===== src/design/assert_macros.svh =====
// Assertion helpers shared by the RTL files.
`ifndef ASSERT_MACROS_SVH
`define ASSERT_MACROS_SVH

// Check a property on every clock edge outside reset.
`define XCRC_ASSERT(label, clk, rst, prop, msg) \
  label: assert property (@(posedge clk) disable iff (rst) (prop)) else $error(msg);

// Check a property on every clock edge, reset included.
`define XCRC_ASSERT_ALWAYS(label, clk, prop, msg) \
  label: assert property (@(posedge clk) (prop)) else $error(msg);

`endif


===== src/design/xcrc_pkg.sv =====
package xcrc_pkg;

  localparam logic [1:0] ACT_BYTE    = 2'd0;
  localparam logic [1:0] ACT_TIMEOUT = 2'd1;
  localparam logic [1:0] ACT_START   = 2'd2;

  localparam logic [7:0] CH_SOH = 8'h01;
  localparam logic [7:0] CH_EOT = 8'h04;
  localparam logic [7:0] CH_ACK = 8'h06;
  localparam logic [7:0] CH_NAK = 8'h15;
  localparam logic [7:0] CH_CAN = 8'h18;
  localparam logic [7:0] CH_C   = 8'h43;

  localparam logic [1:0] VER_NONE    = 2'd0;
  localparam logic [1:0] VER_COMMIT  = 2'd1;
  localparam logic [1:0] VER_DISCARD = 2'd2;

  localparam logic [1:0] ST_RUNNING   = 2'd0;
  localparam logic [1:0] ST_COMPLETED = 2'd1;
  localparam logic [1:0] ST_ABORTED   = 2'd2;
  localparam logic [1:0] ST_CANCELLED = 2'd3;

  localparam logic [7:0]  RETRY_LIMIT_RESET = 8'd10;
  localparam logic [15:0] CRC_POLY          = 16'h1021;

  typedef enum logic [2:0] {
    PH_IDLE  = 3'b001,
    PH_LEAD  = 3'b010,
    PH_FRAME = 3'b100
  } phase_t;

  typedef struct packed {
    logic       reply_valid;
    logic [7:0] reply_byte;
    logic       purge_request;
    logic       data_valid;
    logic [7:0] data_byte;
    logic [1:0] block_verdict;
    logic [1:0] session_status;
    logic [7:0] expected_block;
  } result_t;

  function automatic logic [15:0] crc_byte(input logic [15:0] crc, input logic [7:0] b);
    logic [15:0] c;
    c = crc ^ {b, 8'h00};
    for (int i = 0; i < 8; i++) begin
      c = c[15] ? ({c[14:0], 1'b0} ^ CRC_POLY) : {c[14:0], 1'b0};
    end
    return c;
  endfunction

endpackage


===== src/design/xmodem_crc_receiver.sv =====
// XMODEM-CRC receiver.
// Input beats (s_axis) carry one event each: tuser selects a received byte,
// a receive timeout or a start command, tdata holds the byte. Every input
// beat yields exactly one result beat on m_axis with the reply byte to send
// ('C', ACK or NAK) and its purge flag, a tentative payload byte, the frame
// verdict (commit or discard), the session status and the next block number.
// The retry limit is written on the cfg channel (cfg_ready is always high)
// while no beat is in flight; the user ensures it, the block does not enforce it.
// It resets to 10. A taken beat's result is registered in the result buffer
// and is on m_axis in the cycle after if no older result waits there.
// Throughput: one beat per cycle while s_axis_tready is high; the frame state
// updates per beat with a byte-wide CRC step. A two-entry result buffer parts
// the sides: when m_axis stalls, s_axis keeps taking beats until both entries
// are full, then drops tready. Reset (rst, synchronous) empties the buffer,
// sets the session to idle, the expected block to 1 and the retry count to 0.
module xmodem_crc_receiver #(
  parameter int BLOCK_BYTES = 128
) (
  input  logic        clk,
  input  logic        rst,
  input  logic        s_axis_tvalid,
  output logic        s_axis_tready,
  input  logic [7:0]  s_axis_tdata,   // [7:0] rx_byte
  input  logic [1:0]  s_axis_tuser,   // [1:0] action
  output logic        m_axis_tvalid,
  input  logic        m_axis_tready,
  // [7:0] reply_byte, [8] purge_request, [16:9] data_byte, [18:17] block_verdict,
  // [20:19] session_status, [28:21] expected_block, [31:29] zero
  output logic [31:0] m_axis_tdata,
  output logic [1:0]  m_axis_tuser,   // [0] reply_valid, [1] data_valid
  input  logic        cfg_valid,
  output logic        cfg_ready,
  input  logic [7:0]  cfg_data        // retry_limit
);

  logic [7:0]        retry_limit;
  logic              accept;
  xcrc_pkg::result_t res;
  xcrc_pkg::result_t out_res;

  assign cfg_ready = 1'b1;
  assign accept    = s_axis_tvalid && s_axis_tready;

  always_ff @(posedge clk) begin
    if (rst) begin
      retry_limit <= xcrc_pkg::RETRY_LIMIT_RESET;
    end else if (cfg_valid && cfg_ready) begin
      retry_limit <= cfg_data;
    end
  end

  xcrc_ctrl #(
    .BLOCK_BYTES(BLOCK_BYTES)
  ) u_ctrl (
    .clk        (clk),
    .rst        (rst),
    .accept     (accept),
    .action     (s_axis_tuser),
    .rx_byte    (s_axis_tdata),
    .retry_limit(retry_limit),
    .res        (res)
  );

  xcrc_obuf u_obuf (
    .clk      (clk),
    .rst      (rst),
    .in_valid (s_axis_tvalid),
    .in_ready (s_axis_tready),
    .in_data  (res),
    .out_valid(m_axis_tvalid),
    .out_ready(m_axis_tready),
    .out_data (out_res)
  );

  assign m_axis_tdata = {3'b000, out_res.expected_block, out_res.session_status,
                         out_res.block_verdict, out_res.data_byte,
                         out_res.purge_request, out_res.reply_byte};
  assign m_axis_tuser = {out_res.data_valid, out_res.reply_valid};

endmodule


===== src/design/xcrc_ctrl.sv =====
`include "assert_macros.svh"

module xcrc_ctrl #(
  parameter int BLOCK_BYTES = 128
) (
  input  logic               clk,
  input  logic               rst,
  input  logic               accept,
  input  logic [1:0]         action,
  input  logic [7:0]         rx_byte,
  input  logic [7:0]         retry_limit,
  output xcrc_pkg::result_t  res
);

  localparam int IW = $clog2(BLOCK_BYTES + 4);
  localparam logic [IW-1:0] IDX_NUM    = IW'(0);
  localparam logic [IW-1:0] IDX_COMP   = IW'(1);
  localparam logic [IW-1:0] IDX_CRC_HI = IW'(BLOCK_BYTES + 2);

  xcrc_pkg::phase_t phase, phase_next;
  logic [IW-1:0] frame_byte_index, frame_byte_index_next;
  logic [7:0]  next_block_number, next_block_number_next;
  logic [7:0]  retry_count, retry_count_next;
  logic [7:0]  received_number, received_number_next;
  logic [7:0]  received_complement, received_complement_next;
  logic [15:0] running_crc, running_crc_next;
  logic [7:0]  received_crc_high, received_crc_high_next;

  logic [7:0] retry_sat;
  logic       do_fail;
  logic       is_dup;
  logic       is_bad;

  assign retry_sat = (retry_count == 8'hFF) ? 8'hFF : retry_count + 8'd1;
  assign is_dup = (received_number < next_block_number) &&
                  (received_complement == ~received_number);
  assign is_bad = (received_number != next_block_number) ||
                  (received_complement != ~next_block_number) ||
                  (running_crc != {received_crc_high, rx_byte});

  always_comb begin
    res                      = '0;
    do_fail                  = 1'b0;
    phase_next               = phase;
    frame_byte_index_next    = frame_byte_index;
    next_block_number_next   = next_block_number;
    retry_count_next         = retry_count;
    received_number_next     = received_number;
    received_complement_next = received_complement;
    running_crc_next         = running_crc;
    received_crc_high_next   = received_crc_high;

    priority if (action == xcrc_pkg::ACT_START) begin
      phase_next             = xcrc_pkg::PH_LEAD;
      next_block_number_next = 8'd1;
      retry_count_next       = 8'd0;
      frame_byte_index_next  = '0;
      res.reply_valid        = 1'b1;
      res.reply_byte         = xcrc_pkg::CH_C;
      res.purge_request      = 1'b1;
    end else if (action != xcrc_pkg::ACT_BYTE && action != xcrc_pkg::ACT_TIMEOUT) begin
      // drop unknown action
    end else if (phase == xcrc_pkg::PH_LEAD) begin
      priority if (action == xcrc_pkg::ACT_TIMEOUT) begin
        do_fail = 1'b1;
      end else if (rx_byte == xcrc_pkg::CH_EOT) begin
        res.reply_valid    = 1'b1;
        res.reply_byte     = xcrc_pkg::CH_ACK;
        res.session_status = xcrc_pkg::ST_COMPLETED;
        phase_next         = xcrc_pkg::PH_IDLE;
      end else if (rx_byte == xcrc_pkg::CH_CAN) begin
        res.reply_valid    = 1'b1;
        res.reply_byte     = xcrc_pkg::CH_ACK;
        res.session_status = xcrc_pkg::ST_CANCELLED;
        phase_next         = xcrc_pkg::PH_IDLE;
      end else if (rx_byte == xcrc_pkg::CH_SOH) begin
        phase_next            = xcrc_pkg::PH_FRAME;
        frame_byte_index_next = '0;
        running_crc_next      = 16'h0000;
      end else begin
        do_fail = 1'b1;
      end
    end else if (phase == xcrc_pkg::PH_FRAME) begin
      priority if (action == xcrc_pkg::ACT_TIMEOUT) begin
        res.block_verdict = xcrc_pkg::VER_DISCARD;
        do_fail           = 1'b1;
      end else if (frame_byte_index == IDX_NUM) begin
        received_number_next  = rx_byte;
        frame_byte_index_next = IDX_COMP;
      end else if (frame_byte_index == IDX_COMP) begin
        received_complement_next = rx_byte;
        frame_byte_index_next    = frame_byte_index + IW'(1);
      end else if (frame_byte_index < IDX_CRC_HI) begin
        res.data_valid        = 1'b1;
        res.data_byte         = rx_byte;
        running_crc_next      = xcrc_pkg::crc_byte(running_crc, rx_byte);
        frame_byte_index_next = frame_byte_index + IW'(1);
      end else if (frame_byte_index == IDX_CRC_HI) begin
        received_crc_high_next = rx_byte;
        frame_byte_index_next  = frame_byte_index + IW'(1);
      end else begin
        frame_byte_index_next = '0;
        priority if (is_dup) begin
          res.reply_valid   = 1'b1;
          res.reply_byte    = xcrc_pkg::CH_ACK;
          res.block_verdict = xcrc_pkg::VER_DISCARD;
          retry_count_next  = 8'd0;
          phase_next        = xcrc_pkg::PH_LEAD;
        end else if (is_bad) begin
          res.block_verdict = xcrc_pkg::VER_DISCARD;
          do_fail           = 1'b1;
        end else begin
          res.reply_valid        = 1'b1;
          res.reply_byte         = xcrc_pkg::CH_ACK;
          res.block_verdict      = xcrc_pkg::VER_COMMIT;
          next_block_number_next = next_block_number + 8'd1;
          retry_count_next       = 8'd0;
          phase_next             = xcrc_pkg::PH_LEAD;
        end
      end
    end else begin
      // idle: ignore bytes and timeouts
    end

    if (do_fail) begin
      res.reply_valid   = 1'b1;
      res.reply_byte    = xcrc_pkg::CH_NAK;
      res.purge_request = 1'b1;
      retry_count_next  = retry_sat;
      phase_next        = xcrc_pkg::PH_LEAD;
      if (retry_sat > retry_limit) begin
        res.session_status = xcrc_pkg::ST_ABORTED;
        phase_next         = xcrc_pkg::PH_IDLE;
      end
    end

    res.expected_block = next_block_number_next;
  end

  always_ff @(posedge clk) begin
    if (rst) begin
      phase               <= xcrc_pkg::PH_IDLE;
      frame_byte_index    <= '0;
      next_block_number   <= 8'd1;
      retry_count         <= 8'd0;
      received_number     <= 8'd0;
      received_complement <= 8'd0;
      running_crc         <= 16'h0000;
      received_crc_high   <= 8'd0;
    end else if (accept) begin
      phase               <= phase_next;
      frame_byte_index    <= frame_byte_index_next;
      next_block_number   <= next_block_number_next;
      retry_count         <= retry_count_next;
      received_number     <= received_number_next;
      received_complement <= received_complement_next;
      running_crc         <= running_crc_next;
      received_crc_high   <= received_crc_high_next;
    end
  end

  `XCRC_ASSERT(a_end_goes_idle, clk, rst, accept && res.session_status != xcrc_pkg::ST_RUNNING |=> phase == xcrc_pkg::PH_IDLE, "session end did not return to idle")
  `XCRC_ASSERT(a_commit_clears_retry, clk, rst, accept && res.block_verdict == xcrc_pkg::VER_COMMIT |=> retry_count == 8'd0, "commit left retries pending")
  `XCRC_ASSERT(a_data_in_frame, clk, rst, res.data_valid |-> phase == xcrc_pkg::PH_FRAME, "payload byte outside a frame")

endmodule


===== src/design/xcrc_obuf.sv =====
`include "assert_macros.svh"

module xcrc_obuf (
  input  logic              clk,
  input  logic              rst,
  input  logic              in_valid,
  output logic              in_ready,
  input  xcrc_pkg::result_t in_data,
  output logic              out_valid,
  input  logic              out_ready,
  output xcrc_pkg::result_t out_data
);

  xcrc_pkg::result_t mem [2];
  logic       wr_ptr;
  logic       rd_ptr;
  logic [1:0] count;
  logic       wr;
  logic       rd;

  assign in_ready  = (count != 2'd2);
  assign out_valid = (count != 2'd0);
  assign out_data  = mem[rd_ptr];
  assign wr        = in_valid && in_ready;
  assign rd        = out_valid && out_ready;

  always_ff @(posedge clk) begin
    if (wr) begin
      mem[wr_ptr] <= in_data;
    end
  end

  always_ff @(posedge clk) begin
    if (rst) begin
      wr_ptr <= 1'b0;
      rd_ptr <= 1'b0;
      count  <= 2'd0;
    end else begin
      if (wr) begin
        wr_ptr <= ~wr_ptr;
      end
      if (rd) begin
        rd_ptr <= ~rd_ptr;
      end
      count <= count + {1'b0, wr} - {1'b0, rd};
    end
  end

  `XCRC_ASSERT_ALWAYS(a_count_range, clk, rst || count != 2'd3, "result buffer count out of range")
  `XCRC_ASSERT(a_fill_tracks_ptrs, clk, rst, count == 2'd1 |-> wr_ptr != rd_ptr, "buffer pointers disagree with count")
  `XCRC_ASSERT(a_push_only_grows, clk, rst, wr && !rd |=> count == $past(count) + 2'd1, "push did not grow buffer")

endmodule


===== config.mk =====
export PLATFORM = sky130hd
export DESIGN_NAME = xmodem_crc_receiver
export DESIGN_NICKNAME = d
export VERILOG_FILES = /design/src/design/xcrc_pkg.sv /design/src/design/xmodem_crc_receiver.sv /design/src/design/xcrc_ctrl.sv /design/src/design/xcrc_obuf.sv
export VERILOG_INCLUDE_DIRS = /design/src /design/src/design
export SDC_FILE = /design/constraint.sdc
export NUM_CORES = 1
export LEC_CHECK = 0
export BUFFER_PORTS_ARGS = -buffer_cell sky130_fd_sc_hd__buf_2
export CORE_ASPECT_RATIO = 1.4
export CORE_MARGIN = 2
export CORE_UTILIZATION = 54
export CTS_CLUSTER_DIAMETER = 200
export DETAILED_ROUTE_END_ITERATION = 16
export PLACE_DENSITY = 0.82
export SLEW_MARGIN = 30
export SYNTH_ARGS = -nofsm -noshare
export SYNTH_HDL_FRONTEND = slang
export SYNTH_SLANG_ARGS = --single-unit

===== constraint.sdc =====
create_clock -name clk -period 2.5 [get_ports clk]
set_input_delay 0.125 -clock clk [delete_from_list [all_inputs] [get_ports clk]]
set_output_delay 0.125 -clock clk [all_outputs]
set_load 0.01 [all_outputs]

==> summary.md, run 1 <==
| Metric | Value |
|---|---|
| Die Y | `140 um` |
| RSZ-0062 raised after global routing | `true` |
| Share of cells above drive strength 1 | `0.357` |
| Clk sinks | `134` |
| Setup TNS | `-2.57 ns` |
| Mapped cell area | `between 7000 and 8000 sq um` |
| Final Cycle Share | `1.07` |
| Remaining DRCs | `0` |
| Hpwl dp | `12.7 mm` |
| Seq/Total Area, Yosys | `0.452` |
| Mux contribution to synthesized area | `0.0862` |
| Area Growth Syn to Fin | `29.0%` |
| Port buffer count | `52` |
| Static leakage | `approximately 3.6 nW` |
| Synth Flop Type | `dfxtp_1` |
| Routed wire length per instance | `~19 um` |
| CP max stage cell | `or4_4` |
| Vias in the first global route | `roughly 6000` |
| Critical-path cell list | `inv_2 -> ha_4 -> nand4_1 -> nor4_2 -> nand4_1 -> buf_4 -> nor3_4 -> nand4b_4 -> or4_4 -> a31oi_1` |
| Arrival @ worst endpoint | `3.00 ns` |
| Most frequent cells in the layout | `buf_4, nor2_1, dfxtp_1` |
| Nets | `902` |
| Syn Area/Cell | `around 10 sq um` |
| First drt pass iteration count | `5` |
| Final setup fails | `33` |
| Final Hold Viols | `1` |
| Complex-gate fraction of the synthesized area | `0.0920` |
| Critical path class | `flip-flop to flip-flop` |
| # fillers | `871` |
| Post-Route WL | `between 15 and 20 mm` |
| Clk root buf | `clkbuf_16` |
| Min Tclk post-route | `~2.7 ns` |
| Number of diodes | `0` |
| Clk slew on worst S/H paths | `around 0.06 ns` |
| Most common cell after layout, fill and taps aside | `buf_4` |
| Failing checks | `negative hold slack, negative setup slack` |
| DIE AREA | `14100 sq um` |
| Vias | `between 6000 and 7000` |
| Synth Register Bits | `134` |
| Ports | `60` |
| Post-Route Skew | `between 0.007 and 0.008 ns` |
| Synth Area in XOR/XNOR | `0.0836` |
| Cells after Synth | `approximately 730` |
| M1 WL | `approximately 7.2 mm` |
| Htree depth | `4` |
| Number of flops mapped to enable cells by yosys | `54` |
| CP max FO | `7` |
| WL met2 | `a little under 10 mm` |
| Post-synthesis adder-cell area fraction | `0.0421` |
| ANT nets after route | `0` |
| Global-route wire length before repair | `29.2 mm` |
| Family with the most delay on the worst path | `simple AND/OR/NAND/NOR gates` |
| CTS tree | `done` |
| Post-synthesis async set-or-reset flop share | `0` |
| Fin. max-slew vios | `0` |
| Simple-Gate Fraction of Synth Area | `0.191` |
| DR iter-0 viols | `533` |
| CTS buffer count | `17` |
| Initial Util | `0.553` |
| Top Layer Used | `met4` |
| Relative slew margins | `0.492` |
| Routability Congestion | `between 0.9 and 1` |
| HP Class | `primary input to flip-flop` |
| Die width | `between 100 and 150 um` |
| Slew @ Worst Pin | `approximately 0.76 ns` |
| Most used cell, CP | `nand4_1` |
| WL met3 | `around 1.1 mm` |
| Initial antenna violation count | `0` |
| Synth warnings | `0` |
| Power density cells | `around 630 nW/um^2` |
| Pin count of the biggest net entering global routing | `between 40 and 50` |
| Largest family of logic cells by synthesized area | `simple AND/OR/NAND/NOR gates` |
| Worst VDD drop | `~0.43 mV` |
| WP buf/inv | `2` |
| Fmax | `374 MHz` |
| Worst Path Required | `2.83 ns` |
| Vias/cell | `6.01` |
| Skew-Pair Late Insertion Delay | `0.41 ns` |
| Hold WS | `-0.00120 ns` |
| Library cells used by synthesis | `66` |
| Max_cap viols | `0` |
| Total grt overflow | `0` |
| CP startpoint kind | `flip-flop` |
| Cell Rows | `49` |
| Crit end category | `flip-flop` |
| CP max stage delay | `approximately 0.56 ns` |
| Setup WS post-layout | `-0.171 ns` |
| Outcome | `complete, but fails checks` |
| GRT Util Overall | `0.262` |
| Core area | `roughly 13000 sq um` |
| Maximum clock path buffer count | `2` |
-- timing repair --
| item | in CTS | in global routing |
|---|---|---|
| endpoints found under the setup margin | 46 | 54 |
| cloned | 1 | 0 |
| hold endpoints to repair | 7 | 0 |
| pin swaps | 9 | 38 |
| gates resized for setup | 39 | 84 |
| setup buffers | 3 | 14 |
| hold buffers | 7 | 0 |
-- where the power goes --
part           switching, mW  internal [mW]  total, mW
logic                  0.574          0.449       1.02
registers             0.0463           2.44       2.49
clock network          0.934           1.32       2.26
-- per-stage QoR --
| step | power, mW | instance area, sq um | instances | utilization | worst slack, ns |
|---|---|---|---|---|---|
| after detailed placement | 3.53 | 7920 | 965 | 0.615 | -0.215 |
| after floorplan | 3.21 | 7150 | 738 | - | 0.00630 |
| after global placement | 3.49 | 7920 | 965 | 0.615 | -0.176 |
| after global routing | 6.00 | 9190 | 1021 | 0.714 | -0.275 |
| final | 5.77 | 9190 | 1021 | 0.714 | -0.171 |
| after CTS | 5.79 | 8690 | 1007 | 0.675 | -0.0897 |
-- worst paths after layout --
| check | from | endpoint | slack [ns] | cells after the start |
|---|---|---|---|---|
| max reg2reg | u_ctrl.next_block_number[6] | u_ctrl.next_block_number[5] | -0.17 | 10 |
| max | u_ctrl.next_block_number[6] | u_ctrl.next_block_number[5] | -0.17 | 10 |
| min | cfg_data[6] | retry_limit[6] | -0.001 | 3 |
| min reg2reg | retry_limit[4] | retry_limit[4] | 0.49 | 2 |
-- routing by layer --
metal  vias to the layer above  track usage
met5                         -            0
met4                         0        0.136
met3                        87       0.0449
met2                       271        0.456
met1                      2925        0.304
li1                       2856            -
-- worst min-delay path, cell delays in order --
cell and delay (ns):
buf_2 0.08, mux2i_1 0.07, nor2_1 0.10
-- area by class of cell --
| cell class | count | area, sq um | share of cell area |
|---|---|---|---|
| Clock buffer | 22 | 464 | 0.0505 |
| Tap cell | 153 | 191 | 0.0208 |
| Multi-Input combinational cell | 518 | 4060 | 0.442 |
| Timing Repair Buffer | 148 | 1010 | 0.109 |
| Inverter | 36 | 135 | 0.0147 |
| Sequential cell | 134 | 3260 | 0.355 |
| Clock inverter | 10 | 72.6 | 0.00790 |
-- cells by family (layout without fill, tap and decap cells) --
family | Yosys count | count (layout)
AO/OA/AOI/OAI | 103 | 103
XOR/XNOR | 68 | 68
adder cells (fa/ha/maj) | 24 | 24
buffers and inverters | 86 | 216
flip-flops | 134 | 134
multiplexers | 58 | 58
other | 2 | 7
AND/OR/NAND/NOR | 258 | 258
-- cell usage after synthesis (7+ instances only) --
master / n / area, sq um
a21oi_1: 36 / 180
a31oi_1: 11 / 68.8
and3_1: 10 / 62.6
buf_2: 7 / 35.0
buf_4: 9 / 67.6
clkbuf_1: 29 / 109
dfxtp_1: 80 / 1600
edfxtp_1: 54 / 1620
ha_1: 24 / 300
inv_1: 33 / 124
mux2_2: 27 / 304
mux2i_1: 31 / 310
nand2_1: 43 / 161
nand2b_1: 7 / 43.8
nand3_1: 18 / 90.1
nand4_1: 27 / 169
nor2_1: 73 / 274
nor3_1: 18 / 90.1
nor4_1: 10 / 62.6
o211ai_1: 9 / 67.6
o21ai_0: 14 / 70.1
o311ai_1: 9 / 78.8
or3_1: 9 / 56.3
or4_1: 8 / 60.1
xnor2_1: 33 / 289
xor2_1: 35 / 307
-- flip-flops by register name (all words and copies together), names as in the netlist, named ones only --
| name | cells |
|---|---|
| retry_limit | 8 |
| u_ctrl.frame_byte_index | 8 |
| u_ctrl.next_block_number | 8 |
| u_ctrl.phase | 3 |
| u_ctrl.received_complement | 8 |
| u_ctrl.received_crc_high | 8 |
| u_ctrl.received_number | 8 |
| u_ctrl.retry_count | 8 |
| u_ctrl.running_crc | 16 |
| u_obuf.count | 2 |
| u_obuf.mem | 54 |
| u_obuf.rd_ptr | 1 |
| u_obuf.wr_ptr | 1 |
(Power assumes the default switching activity.)
==> run 2: changes to the inputs <==
--- a/config.mk
+++ b/config.mk
@@ -13,6 +13,7 @@
 export CTS_CLUSTER_DIAMETER = 200
 export DETAILED_ROUTE_END_ITERATION = 16
 export PLACE_DENSITY = 0.82
+export SETUP_SLACK_MARGIN = 0.15
 export SLEW_MARGIN = 30
 export SYNTH_ARGS = -nofsm -noshare
 export SYNTH_HDL_FRONTEND = slang
==> run 2 against run 1 <==
Net effect: the run ends with negative setup slack left; worst setup slack got worse by 0.0042 ns; count of clock-buffer cells in the layout fell by 4; clock power rose by 10%; die area did not move; cell count rose by 1.6%; sequential share of layout area fell by 1.6 points; maximum frequency fell by 0.16%; via count rose by 2.9%; register-to-register slack barely moved; largest cell class unchanged; clock skew rose by 0.0039 ns.
==> summary.md, run 2 (synthesis results as in run 1) <==
| Metric | Value |
|---|---|
| Grt met1 use | `0.293 (was 0.304)` |
| Cell Count, Final, Fillers Out | `1037 (was 1021)` |
| Relative slew margins | `0.437 (was 0.492)` |
| Critical path class | `flip-flop to flip-flop (unchanged)` |
| Slew @ Worst Pin | `0.841 ns (was 0.759 ns)` |
| CP startpoint kind | `flip-flop (unchanged)` |
| Share of cells above drive strength 1 | `0.403 (was 0.357)` |
| Worst Path Required | `2.81 ns (was 2.83 ns)` |
| Critical-path cell list | `inv_1 -> ha_4 -> nand4_1 -> buf_4 -> nor4_2 -> nand4b_1 -> nor4_2 -> nand3b_1 -> buf_6 -> or4_1 -> a31oi_1 (was inv_2 -> ha_4 -> nand4_1 -> nor4_2 -> nand4_1 -> buf_4 -> nor3_4 -> nand4b_4 -> or4_4 -> a31oi_1)` |
| ANT nets after route | `0 (unchanged)` |
| Clk root buf | `clkbuf_16 (unchanged)` |
| Most frequent cells in the layout | `buf_4, nor2_1, dfxtp_1, edfxtp_1, buf_2 (was buf_4, nor2_1, dfxtp_1)` |
| Clock share of power | `0.411 (was 0.392)` |
| Sequential power share | `0.411 (was 0.431)` |
| Remaining DRCs | `0 (unchanged)` |
| DIE AREA | `14100 sq um (unchanged)` |
| Hold WS | `0.0700 ns (was -0.00120 ns)` |
| CTS buffer count | `17 (unchanged)` |
| Met2 GRT Util | `0.506 (was 0.456)` |
| Final setup fails | `30 (was 33)` |
| Hold path depth | `3 (unchanged)` |
| Total grt overflow | `0 (unchanged)` |
| Reg area | `3270 sq um (was 3260 sq um)` |
| Met3 Use GR | `0.0484 (was 0.0449)` |
| Final Cycle Share | `1.07 (about the same)` |
| Power Internal | `4.39 mW (was 4.21 mW)` |
| Fin. max-slew vios | `0 (unchanged)` |
| Crit end category | `flip-flop (unchanged)` |
| CP max stage delay | `0.58 ns (was 0.56 ns)` |
| GRT Util Overall | `0.276 (was 0.262)` |
| Maximum clock path buffer count | `2 (unchanged)` |
| Die width | `101 um (unchanged)` |
| # fillers | `802 (was 871)` |
| First drt pass iteration count | `5 (unchanged)` |
| Skew-Pair Late Insertion Delay | `0.42 ns (was 0.41 ns)` |
| Initial Util | `0.553 (unchanged)` |
| Port buffer count | `52 (unchanged)` |
| Post-Route WL | `21.2 mm (was 19.1 mm)` |
| Htree depth | `4 (unchanged)` |
| Vias/cell | `6.09 (was 6.01)` |
| Final Hold Viols | `0 (was 1)` |
| HP Class | `primary input to flip-flop (unchanged)` |
| Static leakage | `3.76 nW (was 3.58 nW)` |
| Grt peak-use layer | `met2 (unchanged)` |
| Outcome | `complete, but fails checks (unchanged)` |
| Sw power | `1.66 mW (was 1.55 mW)` |
| Min Tclk post-route | `2.67 ns (about the same)` |
| Cell Rows | `49 (unchanged)` |
| Core area | `12900 sq um (unchanged)` |
| R2r worst-path depth | `11 (was 10)` |
| Ports | `60 (unchanged)` |
| Switching Share | `0.275 (was 0.269)` |
| Nets | `918 (was 902)` |
| Clk slew on worst S/H paths | `0.06 ns (about the same)` |
| CTS tree | `done (unchanged)` |
| Die Y | `140 um (unchanged)` |
| RSZ-0062 raised after global routing | `true (unchanged)` |
| Comb pwr share | `0.178 (was 0.177)` |
| Worst VDD drop | `0.471 mV (was 0.434 mV)` |
| Arrival @ worst endpoint | `2.98 ns (was 3.00 ns)` |
| Initial antenna violation count | `0 (unchanged)` |
| Max_cap viols | `0 (unchanged)` |
| Largest Register | `u_obuf.mem (unchanged)` |
| Power density cells | `626 nW/um^2 (was 627 nW/um^2)` |
| Hpwl dp | `13.3 mm (was 12.7 mm)` |
| Max reg flops | `54 (unchanged)` |
| Largest regs | `u_obuf.mem (54), u_ctrl.running_crc (16) (unchanged)` |
| Fmax | `374 MHz (about the same)` |
| Routability Congestion | `0.948 (was 0.951)` |
| Global-route wire length before repair | `30.6 mm (was 29.2 mm)` |
| Setup WS post-layout | `-0.175 ns (was -0.171 ns)` |
| Most common cell after layout, fill and taps aside | `buf_4 (unchanged)` |
| Placed Cells incl. Taps | `969 (was 965)` |
| Failing checks | `negative setup slack (was negative hold slack, negative setup slack)` |
| Area Growth Syn to Fin | `35.8% (was 29.0%)` |
| CP max FO | `8 (was 7)` |
| DR iter-0 viols | `502 (was 533)` |
| Vias in the first global route | `6319 (was 5985)` |
| Clk sinks | `134 (unchanged)` |
| CP max stage cell | `or4_1 (was or4_4)` |
| Number of diodes | `0 (unchanged)` |
| Post-Route Skew | `0.0109 ns (was 0.00708 ns)` |
| Vias | `6319 (was 6139)` |
| Pin count of the biggest net entering global routing | `28 (was 48)` |
| Routed wire length per instance | `20.4 um (was 18.7 um)` |
| Area of the multi-input gates | `4290 sq um (was 4060 sq um)` |
| Most used cell, CP | `nor4_2 (was nand4_1)` |
## run 2: cell count changes in the layout (fill, tap and decap cells not counted), moves of 4 or more
cell and delta:
dfxtp_2 +4, or3_1 -5, or3_4 +5, dfxtp_1 -6, buf_6 +10
## run 2: final timing paths
| path | from | end | slack [ns] |
|---|---|---|---|
| worst max-delay path | u_ctrl.next_block_number[4] | u_ctrl.next_block_number[3] | -0.17 |
| worst min-delay path | s_axis_tdata[2] | u_ctrl.received_crc_high[2] | 0.07 |
| worst max register to register | u_ctrl.next_block_number[4] | u_ctrl.next_block_number[3] | -0.17 |
| worst min register to register | u_ctrl.running_crc[9] | u_ctrl.running_crc[9] | 0.49 |
## run 2: final cells by class
| cell class | count | share of cell area |
|---|---|---|
| inverter | 36 | 0.0147 |
| multi-input combinational | 518 | 0.443 |
| tap | 153 | 0.0198 |
| clock buffer | 18 | 0.0444 |
| sequential | 134 | 0.338 |
| clock inverter | 14 | 0.0156 |
| timing repair buffer | 164 | 0.124 |
## run 2: timing repair
action / 4_1_cts / 5_1_grt
hold buffers: 8 / 0
gates cloned: 0 / 1
setup buffers: 19 / 8
gates resized for setup: 103 / 71
setup endpoints to repair: 56 / 71
hold endpoints to repair: 8 / 0
pin swaps: 43 / 33
## run 2: critical path: cells and delay by family, from the launching register on
| kind | cells | cell delay, ns |
|---|---|---|
| adder cells (fa/ha/maj) | 1 | 0.27 |
| AND/OR/NAND/NOR | 6 | 1.30 |
| AO/OA/AOI/OAI | 1 | 0.26 |
| buffers and inverters | 3 | 0.40 |
| flip-flops | 1 | 0.33 |
## run 2: metal layers
layer | part of all wire | vias to the layer above
met4 | 0.050 | 0
met5 | 0 | -
li1 | - | 2889
met2 | 0.54 | 290
met3 | 0.051 | 87
met1 | 0.36 | 3053
## run 2: metrics by stage
step | setup slack [ns] | setup TNS [ns] | cell area (sq um) | power, mW | util
after floorplan | 0.102 | 0 | 7220 | 3.21 | -
after global placement | -0.223 | -3.04 | 8010 | 3.51 | 0.622
after detailed placement | -0.261 | -4.74 | 8010 | 3.55 | 0.622
after CTS | -0.106 | -1.32 | 9240 | 6.01 | 0.717
after global routing | -0.218 | -4.05 | 9680 | 6.25 | 0.752
final | -0.175 | -1.94 | 9680 | 6.05 | 0.752
## run 2: power by group through the flow
stage / Combinational (mW) / Clock [mW] / Sequential, mW
floorplan: 0.681 / 0 / 2.53
global placement: 0.982 / 0 / 2.53
detailed placement: 1.01 / 0 / 2.54
CTS: 1.04 / 2.48 / 2.49
global route: 1.15 / 2.60 / 2.50
finish: 1.08 / 2.49 / 2.49
